## src/rtl/bptmm_pkg.sv

```systemverilog
// Shared types, codes and helper functions of the block page table miss mapper.
package bptmm_pkg;

	localparam int ENTRY_W = 31;
	localparam int COORD_W = 10;
	localparam int CNT_W = 4;
	localparam int SIZE_W = 8;
	localparam int CFG_IDX_W = 3;
	localparam int CFG_DATA_W = 8;
	localparam logic [COORD_W-1:0] COORD_MAX = 10'h3FF;
	// Unmapped entry: flag clear, coordinates all ones.
	localparam logic [ENTRY_W-1:0] UNMAPPED_ENTRY = 31'h3FFF_FFFF;

	typedef enum logic {
		OP_MAP = 1'b0,
		OP_LOOKUP = 1'b1
	} op_t;

	typedef enum logic [CFG_IDX_W-1:0] {
		REG_PHYS_BLOCKS_X = 3'd0,
		REG_PHYS_BLOCKS_Y = 3'd1,
		REG_PHYS_BLOCKS_Z = 3'd2,
		REG_PAGE_SIZE_X = 3'd3,
		REG_PAGE_SIZE_Y = 3'd4,
		REG_PAGE_SIZE_Z = 3'd5
	} cfg_reg_t;

	typedef struct packed {
		logic clr_wr;
		logic acc_map;
		logic acc_look;
		logic map_fire;
		logic look_fire;
	} cmd_t;

	typedef struct packed {
		logic clr_last;
	} stat_t;

	// Effective slot count minus one: zero acts as one, large counts clip to the maximum.
	function automatic logic [CNT_W-1:0] eff_m1(input logic [CNT_W-1:0] v,
			input logic [CNT_W:0] max_slots);
		logic [CNT_W-1:0] r;
		if (v == '0) begin
			r = '0;
		end else if ({1'b0, v} > max_slots) begin
			r = CNT_W'(max_slots - 5'd1);
		end else begin
			r = v - 4'd1;
		end
		return r;
	endfunction

	// Voxel origin of a slot coordinate, saturated to the coordinate range.
	function automatic logic [COORD_W-1:0] origin(input logic [CNT_W-1:0] slot,
			input logic [SIZE_W-1:0] page);
		logic [CNT_W+SIZE_W-1:0] p;
		p = {{SIZE_W{1'b0}}, slot} * {{CNT_W{1'b0}}, page};
		return (p > {2'b00, COORD_MAX}) ? COORD_MAX : p[COORD_W-1:0];
	endfunction

endpackage

```

## src/rtl/bptmm_ctrl.sv

```systemverilog
// Controller: clear sweep, transaction acceptance and result handoff sequencing.
module bptmm_ctrl (
	input  logic                 clk,
	input  logic                 arst_n,
	input  logic                 in_valid,
	output logic                 in_stall,
	input  logic                 opcode,
	output logic                 out_valid,
	input  logic                 out_stall,
	input  bptmm_pkg::stat_t     stat,
	output bptmm_pkg::cmd_t      cmd
);

	typedef enum logic [1:0] {
		ST_CLEAR,
		ST_IDLE,
		ST_MAP,
		ST_LOOK
	} state_t;

	state_t state_q;
	logic out_valid_q;
	logic out_free;

	assign out_free = !out_valid_q || !out_stall;
	assign in_stall = (state_q != ST_IDLE);
	assign out_valid = out_valid_q;

	always_comb begin
		cmd = '0;
		unique case (state_q)
			ST_CLEAR: cmd.clr_wr = 1'b1;
			ST_IDLE: begin
				cmd.acc_map = in_valid && (opcode == bptmm_pkg::OP_MAP);
				cmd.acc_look = in_valid && (opcode == bptmm_pkg::OP_LOOKUP);
			end
			ST_MAP: cmd.map_fire = out_free;
			ST_LOOK: cmd.look_fire = out_free;
			default: cmd = '0;
		endcase
	end

	always_ff @(posedge clk or negedge arst_n) begin
		if (!arst_n) begin
			state_q <= ST_CLEAR;
			out_valid_q <= 1'b0;
		end else begin
			unique case (state_q)
				ST_CLEAR: if (stat.clr_last) state_q <= ST_IDLE;
				ST_IDLE: begin
					if (cmd.acc_map) state_q <= ST_MAP;
					else if (cmd.acc_look) state_q <= ST_LOOK;
				end
				ST_MAP: if (cmd.map_fire) state_q <= ST_IDLE;
				ST_LOOK: if (cmd.look_fire) state_q <= ST_IDLE;
				default: state_q <= ST_IDLE;
			endcase
			// hold the result until it is taken downstream
			if (cmd.map_fire || cmd.look_fire) out_valid_q <= 1'b1;
			else if (!out_stall) out_valid_q <= 1'b0;
		end
	end

	a_map_next: assert property (@(posedge clk) disable iff (!arst_n)
		cmd.acc_map |=> (state_q == ST_MAP))
		else $error("map transaction did not enter map state");

	a_out_rise: assert property (@(posedge clk) disable iff (!arst_n)
		$rose(out_valid_q) |-> $past(cmd.map_fire || cmd.look_fire))
		else $error("result appeared without a fire");

	a_no_acc_clear: assert property (@(posedge clk) disable iff (!arst_n)
		(state_q == ST_CLEAR) |-> !(cmd.acc_map || cmd.acc_look))
		else $error("transaction accepted during clear sweep");

endmodule

```

## config.mk

```make
export PLATFORM = sky130hd
export DESIGN_NAME = bptmm_ctrl
export DESIGN_NICKNAME = d
export VERILOG_FILES = /design/src/rtl/bptmm_pkg.sv /design/src/rtl/bptmm_ctrl.sv
export SDC_FILE = /design/constraint.sdc
export NUM_CORES = 1
export LEC_CHECK = 0
export ABC_CLOCK_PERIOD_IN_PS = 3200
export BUFFER_PORTS_ARGS = -buffer_cell sky130_fd_sc_hd__buf_2
export CAP_MARGIN = 15
export CORE_AREA = 2 2 39 41
export DETAILED_ROUTE_END_ITERATION = 10
export DIE_AREA = 0 0 41 43
export PLACE_DENSITY_LB_ADDON = 0.12
export SLEW_MARGIN = 15
export SYNTH_ARGS = -nofsm -noshare
export SYNTH_HDL_FRONTEND = slang
export SYNTH_SLANG_ARGS = --single-unit
export TNS_END_PERCENT = 20
```

## constraint.sdc

```tcl
create_clock -name clk -period 3.2 [get_ports clk]
set_clock_uncertainty 0.2 [all_clocks]
set_input_delay 0.32 -clock clk [delete_from_list [all_inputs] [get_ports clk]]
set_output_delay 0.32 -clock clk [all_outputs]
set_load 0.01 [all_outputs]
```

Word level (Yosys, flattened, before mapping)
Cells that the tools add are included.

Flip-flop bits (word level): 3. Input bits: 6. Output and inout port bits: 7. Logic and storage cells: 32.

Equality and inequality tests: 9. Multiplexer cells: 12. Bitwise operators: 1. Reductions and logical operators: 8.

Operator list (count): 2-bit two-way mux (6); 2-bit case mux with 4 select lines (1); 2-bit inequality test, second input constant (3); 1-bit two-way mux (5); 2-bit equality test, second input constant (2); 2-bit by 1-bit inequality test with 1-bit output, second input constant (2); 4-bit AND reduction (1); 3-bit inequality test, second input constant (1); 2-bit by 1-bit equality test with 1-bit output, second input constant (1); 1-bit logical AND (2); 1-bit logical NOT (2); 2-bit logical NOT (1); 1-bit logical OR (2); 1-bit inverter (1).

Depth between registers and ports, before layout
Depth in word-level cells: 6. Gate-level depth with buffers: 2. Depth with buffers taken out: 2.

Worst setup path after synthesis
OpenSTA, ideal clock, no wires.

Path type: register to output. From: reg state_q[1]. To: out cmd[2] (netlist bit). Arrival: 0.910 ns. Data required time: 2.680 ns. Setup slack: 1.770 ns. Cell stages (with the launch flop): 3. Path buffers: 0. Cells stage by stage: dfrtp_1 nand2b_2 nor3_1.

RTL lines: start, declared (line bptmm_ctrl.sv:21) `state_t state_q;`; start signal, assigned (line bptmm_ctrl.sv:45) `state_q <= ST_CLEAR;`; start signal, assigned (line bptmm_ctrl.sv:49) `ST_CLEAR: if (stat.clr_last) state_q <= ST_IDLE;`; start signal, assigned (line bptmm_ctrl.sv:51) `if (cmd.acc_map) state_q <= ST_MAP;`; end, declared (line bptmm_ctrl.sv:11) `output bptmm_pkg::cmd_t cmd`.

==> results.tsv <==
stage	metric	value	unit
outcome	outcome	complete, no violations	
finish	final core occ	0.2143	
setup_path	max incr delay on CP	0.44	ns
finish	post-route insts no fill	51	
finish	layout cells sized above 1	0.6000	
power_and_ir_drop	NetSw	0.08954	mW
logic_synthesis	Net Count, Synth	24	
power_and_ir_drop	Net Sw Frac	0.3686	
logic_synthesis	count leader, synth	dfrtp_1	
setup_path	crit-path max FO	9	
setup_path	CP max-delay cell	dfrtp_1	
power_and_ir_drop	PwrDens	819.2	nW/um2
cts	CTS tree	done	
timing	slew at the pin closest to its max-slew limit	0.2119	ns
logic_synthesis	Synth cell types	14	
cts	Num CTS Buffers	3	
setup_path	Buf/Inv on CP	1	
logic_synthesis	Synth Area per Inst	10.01	um2
setup_path	worst-path cell chain	nand2b_2 -> nor3_1 -> buf_2	
hold_path	Worst Hold Class	input pin to flop	
detailed_routing	Initial DRC Count	1	
setup_path	family with the most delay on the worst path	flip-flops	
power_and_ir_drop	maximum vdd drop	0.2528	mV
logic_synthesis	Most used DFF post-synth	dfrtp_1	
flow_run	max_cap viols	0	
die	row count	14	
logic_synthesis	Syn Inst Count	18	
placement	post-place setup slack	1.744	ns
timing	Post-Route Setup TNS	0	ns
placement	Port Buffers	12	
detailed_routing	WL final	430	um
power_and_ir_drop	part of the power in registers	0.328	
die	DIE HEIGHT	43	um
detailed_routing	Antenna Nets Post-Route	0	
global_route	first-pass GRT wire length	690	um
cts	Clock Latency Late Sink	0.23	ns
global_route	vias in the first global route	189	
setup_path	R2R depth	2	
setup_path	CP Class	flop to primary output	
detailed_routing	number of detailed-route iterations in the first pass	2	
timing	fmax	588.1	MHz
logic_synthesis	register area share after synthesis	0.4167	
power_and_ir_drop	Internal	0.1534	mW
finish	Post-Layout Inst Area	296.5	um2
detailed_routing	drt drc	0	
timing	post-route minimum period	1.700	ns
die	Initial Utilization	0.1302	
logic_synthesis	post-synth top area share	0.4167	
finish	diode count	0	
placement	placed cell areas	260.3	um2
logic_synthesis	Seq cells post-synth	3	
setup_path	flop2flop setup slack	2.05	ns
global_route	Total GRT Usage	0.06143	
setup_path	CP arrival	1.18	ns
timing	worst hold margin	0.1668	ns
die	die area	1763	um2
setup_path	worst reg2reg startpoint	state_q[1]	
detailed_routing	via count	180	
timing	final worst-path cycle share	0.5314	
global_route	routing usage on met2	0.06875	
logic_synthesis	area leader, netlist	dfrtp_1	
cts	clock buffer depth	2	
setup_path	Worst path depth	3	
placement	cell total after placement	46	
cts	PostCTS Resize Cnt	0	
finish	NumNets Final	42	
power_and_ir_drop	clock power share	0.271	
logic_synthesis	number of synthesized flops with an enable pin	0	
cts	clock sinks	3	
detailed_routing	vias per cell	3.529	
power_and_ir_drop	Total Power	0.2429	mW
timing	Setup violations, final	0	
finish	Area Overhead vs Synth	64.58	%
placement	routability cong.	0.6598	
setup_path	Worst Setup SP	state_q[1]	
timing	final hold vios	0	
timing	final setup margin	1.500	ns
die	die extent in x	41	um
cts	clk slew on worst S/H paths	0.04	ns
logic_synthesis	synthesized area	180.2	um2
global_route	busiest metal layer after global routing	met1	
placement	Post-DP HPWL	343.9	um
setup_path	FF-to-FF End	state_q[0]	
global_route	gr ovfl total	0	
global_route	GR Layer Usage met3	0.03141	
timing	fin. max-slew vios	0	
timing	unrepaired setup endpoints after global routing	false	
detailed_routing	routed wire length per instance	8.431	um
setup_path	end of the critical path	cmd[2]	
global_route	initial antenna violation count	0	
die	io pins	13	
setup_path	Critical Path End Type	primary output	
power_and_ir_drop	Comb power frac	0.400	
logic_synthesis	YS warnings	0	
global_route	met1 Use GR	0.07792	
timing	Rel. slew slack	0.8576	
global_route	largest net degree at the start of global routing	10	
logic_synthesis	most common library cells after synthesis	dfrtp_1, inv_1, nor3_1	
cts	root buf cell	clkbuf_4	
setup_path	Worst EP required	2.68	ns
logic_synthesis	largest cells by area after synthesis	dfrtp_1, and4bb_4, and4b_2	
die	Core Area	1384	um2
logic_synthesis	Async SR Flop Fraction	1.000	
cts	htree depth	1	
setup_path	Startpoint Class	flop	
power_and_ir_drop	Pleak	0.1578	nW
## state kept, by name, indices dropped and copies added, names as in the netlist
register and count:
state_q 2, out_valid 1
## how the worst min path moves through the flow
stage	startpoint	to	slack, ns	depth (start not counted)
after floorplan	arst_n	out_valid	-0.18	0
after global placement	arst_n	out_valid	-0.08	1
after detailed placement	arst_n	state_q[1]	-0.08	1
after CTS	in_valid	state_q[1]	0.16	3
after global routing	in_valid	state_q[1]	0.16	3
final	out_stall	out_valid	0.17	3
## what timing repair did
action,4_1_cts,5_1_grt
hold endpoints to repair,3,0
hold buffers,1,0
buffers inserted,0,0
## routing by layer
metal / share of wire / vias to the layer above
li1: - / 97
met1: 0.48 / 71
met2: 0.40 / 10
met3: 0.091 / 2
met4: 0.019 / 0
met5: 0 / -
## power groups by stage
| stage | clock (mW) | sequential (mW) | combinational, mW |
|---|---|---|---|
| 6_report | 0.0659 | 0.0798 | 0.0972 |
| 2_1_floorplan | 0 | 0.0769 | 0.0581 |
| 3_3_place_gp | 0 | 0.0821 | 0.0984 |
| 4_1_cts | 0.0686 | 0.0805 | 0.0993 |
| 3_5_place_dp | 0 | 0.0813 | 0.0978 |
| 5_1_grt | 0.0744 | 0.0851 | 0.106 |
## worst reg2reg max path: stages, from the launching register on
cell and delay [ns]:
dfrtp_1 0.44, and4bb_4 0.34, nor3_2 0.05
## logic make-up after synthesis
kind of cell | after synthesis | synth area share
flip-flops | 3 | 0.4167
buffers and inverters | 2 | 0.04168
AND/OR/NAND/NOR | 12 | 0.5139
AO/OA/AOI/OAI | 1 | 0.02775
## layout make-up
cell class / count / area, um2
repair buffers: 13 / 70.07
multi-input cells: 13 / 97.59
flip-flops and latches: 3 / 75.07
clock buffers: 4 / 26.28
fillers: 154 / 1087
well taps: 16 / 20.02
inverters: 2 / 7.507
## cells in the final DEF (no fill, tap or decap), drive strengths merged
cell / instances
and3: 1
and3b: 1
and4b: 1
and4bb: 1
buf: 12
clkbuf: 4
dfrtp: 3
dlygate4sd3: 1
inv: 2
nand2: 1
nand2b: 2
nand3: 1
nor2: 1
nor3: 3
o21ai: 1
(Power assumes the default switching activity.)
